--- src/hw/rtl/iat_pkg.sv ---
// Package for the adaptive threshold block: geometry constants, controller
// state codes and the command/status structs between controller and datapath.
// No dependencies.
package iat_pkg;

  localparam int MaxWidth   = 256;
  localparam int MaxHeight  = 256;
  localparam int ColW       = $clog2(MaxWidth);
  localparam int RowW       = $clog2(MaxHeight);
  localparam int AddrW      = ColW + RowW;
  localparam int Depth      = MaxWidth * MaxHeight;
  localparam int SumW       = 24;
  localparam int DivW       = ColW + RowW;
  localparam int DimW       = 9;

  localparam logic [2:0] RegWidth     = 3'd0;
  localparam logic [2:0] RegHeight    = 3'd1;
  localparam logic [2:0] RegHalfX     = 3'd2;
  localparam logic [2:0] RegHalfY     = 3'd3;
  localparam logic [2:0] RegThreshold = 3'd4;

  typedef enum logic [10:0] {
    ST_IDLE  = 11'b00000000001,
    ST_LDRD  = 11'b00000000010,
    ST_LDWR  = 11'b00000000100,
    ST_FRD0  = 11'b00000001000,
    ST_FRD1  = 11'b00000010000,
    ST_FRD2  = 11'b00000100000,
    ST_FRD3  = 11'b00001000000,
    ST_FSUM  = 11'b00010000000,
    ST_DGO   = 11'b00100000000,
    ST_DIV   = 11'b01000000000,
    ST_OUT   = 11'b10000000000
  } state_t;

  typedef struct packed {
    logic       take_load;   // latch a load beat and advance raster
    logic       take_fetch;  // latch a fetch beat and window corners
    logic       ld_read;     // read integral above
    logic       ld_write;    // write pixel and integral
    logic [1:0] rd_sel;      // which corner to read
    logic       rd_en;
    logic       acc_en;      // accumulate corner read data
    logic       div_start;
    logic       out_load;
  } cmd_t;

  typedef struct packed {
    logic outside;
    logic div_done;
  } status_t;

endpackage

--- src/hw/rtl/iat_ctrl.sv ---
// Controller sequencing loads and fetches through the datapath.
// Depends on iat_pkg.
module iat_ctrl import iat_pkg::*; (
  input  logic    clk,
  input  logic    rst_n,
  input  logic    in_valid,
  input  logic    in_func,
  output logic    in_stall,
  input  logic    out_busy,
  input  status_t sts,
  output cmd_t    cmd
);

  state_t state_r, state_nxt;

  assign in_stall = (state_r != ST_IDLE);

  always_comb begin
    state_nxt = state_r;
    cmd = '0;
    unique case (state_r)
      ST_IDLE: begin
        if (in_valid) begin
          if (in_func) begin
            cmd.take_fetch = 1'b1;
            state_nxt = ST_FRD0;
          end else begin
            cmd.take_load = 1'b1;
            state_nxt = ST_LDRD;
          end
        end
      end
      ST_LDRD: begin
        cmd.ld_read = 1'b1;
        state_nxt = ST_LDWR;
      end
      ST_LDWR: begin
        cmd.ld_write = 1'b1;
        state_nxt = ST_IDLE;
      end
      ST_FRD0: begin
        if (sts.outside) begin
          state_nxt = ST_OUT;
        end else begin
          cmd.rd_en = 1'b1; cmd.rd_sel = 2'd0;
          state_nxt = ST_FRD1;
        end
      end
      ST_FRD1: begin
        cmd.rd_en = 1'b1; cmd.rd_sel = 2'd1;
        state_nxt = ST_FRD2;
      end
      ST_FRD2: begin
        cmd.rd_en = 1'b1; cmd.rd_sel = 2'd2; cmd.acc_en = 1'b1;
        state_nxt = ST_FRD3;
      end
      ST_FRD3: begin
        cmd.rd_en = 1'b1; cmd.rd_sel = 2'd3; cmd.acc_en = 1'b1;
        state_nxt = ST_FSUM;
      end
      ST_FSUM: begin
        cmd.acc_en = 1'b1;
        state_nxt = ST_DGO;
      end
      ST_DGO: begin
        cmd.div_start = 1'b1;
        state_nxt = ST_DIV;
      end
      ST_DIV: begin
        if (sts.div_done) begin
          state_nxt = ST_OUT;
        end
      end
      ST_OUT: begin
        if (!out_busy) begin
          cmd.out_load = 1'b1;
          state_nxt = ST_IDLE;
        end
      end
      default: state_nxt = ST_IDLE;
    endcase
  end

  always_ff @(posedge clk) begin
    if (!rst_n) begin
      state_r <= ST_IDLE;
    end else begin
      state_r <= state_nxt;
    end
  end

endmodule

--- config.mk ---
export PLATFORM = sky130hd
export DESIGN_NAME = iat_ctrl
export DESIGN_NICKNAME = d
export VERILOG_FILES = /design/src/hw/rtl/iat_pkg.sv /design/src/hw/rtl/iat_ctrl.sv
export SDC_FILE = /design/constraint.sdc
export NUM_CORES = 1
export LEC_CHECK = 0
export BUFFER_PORTS_ARGS = -buffer_cell sky130_fd_sc_hd__buf_2
export CELL_PAD_IN_SITES_DETAIL_PLACEMENT = 1
export CELL_PAD_IN_SITES_GLOBAL_PLACEMENT = 1
export CORE_MARGIN = 3
export CORE_UTILIZATION = 40
export DETAILED_ROUTE_END_ITERATION = 8
export PLACE_DENSITY_LB_ADDON = 0.15
export SKIP_CTS_REPAIR_TIMING = 1
export SYNTH_ARGS = -nofsm -noshare
export SYNTH_HDL_FRONTEND = slang
export SYNTH_SLANG_ARGS = --single-unit
--- constraint.sdc ---
create_clock -name clk -period 3.7 [get_ports clk]
set_clock_uncertainty 0.05 [all_clocks]
set_input_delay 0.185 -clock clk [delete_from_list [all_inputs] [get_ports clk]]
set_output_delay 0.185 -clock clk [all_outputs]
set_load 0.01 [all_outputs]
; ---- Word level (Yosys, flattened, before mapping)
; Index checks and enable logic that the tools add are counted.
[classes]
n_reduce_logical = 2
muxes = 18
n_eq_ne = 15
[op_table]
columns = cell, n
row1 = case mux 11 bit (10 select lines), 1
row2 = two-way mux 11 bit, 4
row3 = case mux 3 bit (4 select lines), 1
row4 = equality test 11 x 1 -> 1 bit (second input constant), 1
row5 = equality test 11 x 10 -> 1 bit (second input constant), 1
row6 = equality test 11 bit (second input constant), 1
row7 = equality test 11 x 2 -> 1 bit (second input constant), 1
row8 = equality test 11 x 3 -> 1 bit (second input constant), 1
row9 = equality test 11 x 4 -> 1 bit (second input constant), 1
row10 = equality test 11 x 5 -> 1 bit (second input constant), 1
row11 = equality test 11 x 6 -> 1 bit (second input constant), 1
row12 = equality test 11 x 7 -> 1 bit (second input constant), 1
row13 = equality test 11 x 8 -> 1 bit (second input constant), 1
row14 = equality test 11 x 9 -> 1 bit (second input constant), 1
row15 = inequality test 11 x 1 -> 1 bit (second input constant), 1
row16 = two-way mux 1 bit, 9
row17 = inequality test 2 bit (second input constant), 3
row18 = two-way mux 2 bit, 2
row19 = two-way mux 4 bit, 1
row20 = AND reduction 3 bit, 1
row21 = OR reduction 3 bit, 1
[word_totals]
in_bits = 7
regBits = 11
output_inout_bits = 11
wordCells = 36

; ---- Logic depth before layout (Yosys ltp)
[depth]
depth_word = 3
mapped_depth = 6
ltp_nobuf = 4

; ---- Least setup slack after synthesis
; OpenSTA, ideal clock, no wires.
[synth_timing]
kind = register -> output
start = reg state_r[6]
end = out cmd[6] (netlist bit)
path_buffers = 1
arrival_time_ns = 1.580
required_ns = 3.465
stages_incl_launch_ff = 6
slack_ns = 1.885
path_cell_list = dfxtp_1 -> buf_2 -> or3_4 -> nor2_2 -> nand2_1 -> nor4b_1
[synth_rtl]
columns = item, line
row1 = from (decl), iat_ctrl.sv:14  ; state_t state_r, state_nxt;
row2 = from (signal assigned), iat_ctrl.sv:88  ; state_r <= state_nxt;
row3 = to (decl), iat_ctrl.sv:11  ; output cmd_t cmd

==> key figures <==
Placed design
  – IO Port Bufs: 17
  – Routability-driven placement congestion ratio: 0.801
  – Total placed cells including tap cells: 135
  – Placed inst area: 857 um2
  – Final HPWL DP: 1.51 mm
  – Setup slack after placement: 1.72 ns

Synth
  – Flip-flop and latch count after synthesis: 11
  – Fraction of registers with async set or reset after synthesis: 0
  – Multiplexer share of the synthesized area: 0
  – Count of flip-flops with a built-in enable after synthesis: 0
  – Number of cells produced by synthesis: 101
  – Area share of the leading cell type in the synthesized netlist: 0.281
  – Compound-cell area share of the yosys netlist: 0.163
  – Area share of xor/xnor cells in the synthesized design: 0.0558
  – Post-synth cell types: 38
  – Most area-consuming cells after synthesis: dfxtp_1, nor3_1, nand2_1
  – Post-synthesis share of cell area spent on and, or, nand and nor gates: 0.431
  – Net count after synthesis: 108
  – Average footprint of a synthesized cell: 7.77 um2
  – Main combinational cell family by area after synthesis: simple AND/OR/NAND/NOR gates
  – Cell area after synthesis: 785 um2
  – Most used flip-flop cell after synthesis: dfxtp_1
  – Post-synthesis adder-cell area fraction: 0
  – Share of synthesized area occupied by flip-flops and latches: 0.281
  – Yosys Warn Count: 0
  – Post-synthesis cell type with the largest combined area: dfxtp_1

Worst setup path
  – Worst Path Required: 3.46 ns
  – Arrival time reported for the critical path endpoint: 2.05 ns
  – Class of the most critical setup path: register to output port
  – Maximum fanout along the worst path: 13
  – CP startpoint kind: register
  – Crit end category: output port

Clock tree
  – Worst-path clk slew: 0.07 ns
  – Clock sinks: 11
  – Total CTS buffers: 3
  – CTS HTree Levels: 1
  – Deepest clock path buffer count: 2
  – Clock tree root buffer cell: clkbuf_4
  – Latest clock arrival within the worst-skew pair: 0.27 ns
  – CTS tree: yes

Finish
  – Highest-count cells in the layout ignoring fill and taps: buf_2, dfxtp_1, nand2_1
  – Nets: 122
  – Post-Layout Inst Area: 885 um2
  – Fraction of the core area covered by cells at the end of the flow: 0.496
  – Area growth from synthesis to final layout: 12.8%
  – Share of layout cells above drive strength 1: 0.254
  – Register with the most flip-flops: state_r
  – Max reg flops: 11
  – Count of non-filler cells in the finished layout: 139
  – Largest regs: state_r x11
  – Number of diodes: 0
  – Most common cell after layout, fill and taps aside: buf_2

STA
  – Slew at the pin closest to its max-slew limit: 0.413 ns
  – Post-route fraction of the period consumed by the critical path: 0.617
  – Post-route worst setup slack: 1.42 ns
  – Worst hold slack after final layout: 0.0518 ns
  – RSZ-0062 raised after global routing: no
  – Final setup fails: 0
  – Remaining max-slew budget at the tightest pin: 0.724
  – Final count of hold timing violations: 0
  – Clock period minus worst slack: 2.28 ns
  – Achievable clock frequency: 438 MHz
  – Final Slew Violations: 0
  – Setup TNS after final layout: 0 ns

Power and ir drop
  – Peak supply drop: 201 uV
  – Overall power of the completed layout: 0.256 mW
  – Power per Cell Area: 289 mW/mm2
  – Leak: 0.349 nW

Drt
  – Routed wire length: 1.98 mm
  – Vias per inst: 5.52
  – DR vias: 767
  – Routed WL per cell: 14.2 um
  – Final routed DRC violation total: 0
  – Iter 0 DRT Violations: 5
  – First-pass iteration count of the detailed router: 4
  – ANT nets after route: 0

GRT
  – Wire length of the first global-routing pass: 3.44 mm
  – All-layer global routing usage: 0.174
  – Antenna violations before repair: 0
  – Global route overflow: 0
  – Maximum number of pins on one net before global-route repair: 14
  – Highest-utilization routing layer at the global route stage: met2
  – Vias in the first global route: 748
  – Met1 track demand over resource in global routing: 0.232
  – Global-route met2 utilization: 0.283
  – Met3 Resource Use GR: 0.0534

Hold path
  – Hold Crit Class: primary input to register

Floorplanning
  – Core Box Area: 0.00178 mm2
  – Die Span Y: 50.3 um
  – Number of placed I/O pins: 18
  – Die Span X: 50.3 um
  – Starting density of the core: 0.440
  – Floorplan die area: 0.00253 mm2
  – Number of rows created at floorplan: 15

Run status
  – Run status: finished, final reports clean

Flow run
  – # Max-Cap Violations: 0
## critical path: stages (launching register included)
cell and delay (ns):
dfxtp_1 0.44, or3_4 0.47, nor2_2 0.28, nand2_1 0.12, nor4b_1 0.28, buf_2 0.19
## synthesized netlist by cell type (all sizes together), types with 2 or more instances
library cell,count
a21oi,4
and3,2
and4b,2
buf,7
dfxtp,11
inv,3
nand2,10
nand2b,5
nand3,2
nor2,11
nor3,9
nor3b,2
nor4,4
nor4b,3
o21ai,4
or2,2
xnor2,3
xor2,2
## cells by family (layout without fill, tap and decap cells)
family	Yosys count	count (layout)
compound gates	16	16
xor+xnor	5	5
buf+inv	11	24
flops	11	11
simple gates	58	58
## layout make-up
| class | count | area, um2 |
|---|---|---|
| Tap cell | 25 | 31.3 |
| Clock buffer | 3 | 22.5 |
| Timing Repair Buffer | 17 | 85.1 |
| Sequential cell | 11 | 220 |
| Inverter | 3 | 11.3 |
| Fill cell | 235 | 898 |
| Clock inverter | 1 | 5.00 |
| Multi-Input combinational cell | 79 | 509 |
## per-layer routing
metal | routed length, um | vias to the layer above
li1 | - | 385
met1 | 962 | 364
met4 | 10 | 0
met2 | 907 | 16
met5 | 0 | -
met3 | 97 | 2
## worst paths after layout
check	startpoint	end	slack, ns	cells past startpoint
hold / removal	in_func	state_r[1]	0.05	2
setup reg to reg	state_r[9]	state_r[3]	1.84	4
setup / recovery	state_r[5]	cmd[6]	1.42	5
hold reg to reg	state_r[10]	state_r[10]	0.51	2
## report_power, final
group / internal [mW] / switching [mW] / total (mW) / leakage, nW
registers: 0.121 / 0.00630 / 0.128 / 0.0891
logic: 0.0202 / 0.0269 / 0.0471 / 0.243
clock network: 0.0400 / 0.0410 / 0.0810 / 0.0177
Power figures use the tool's default switching activity.
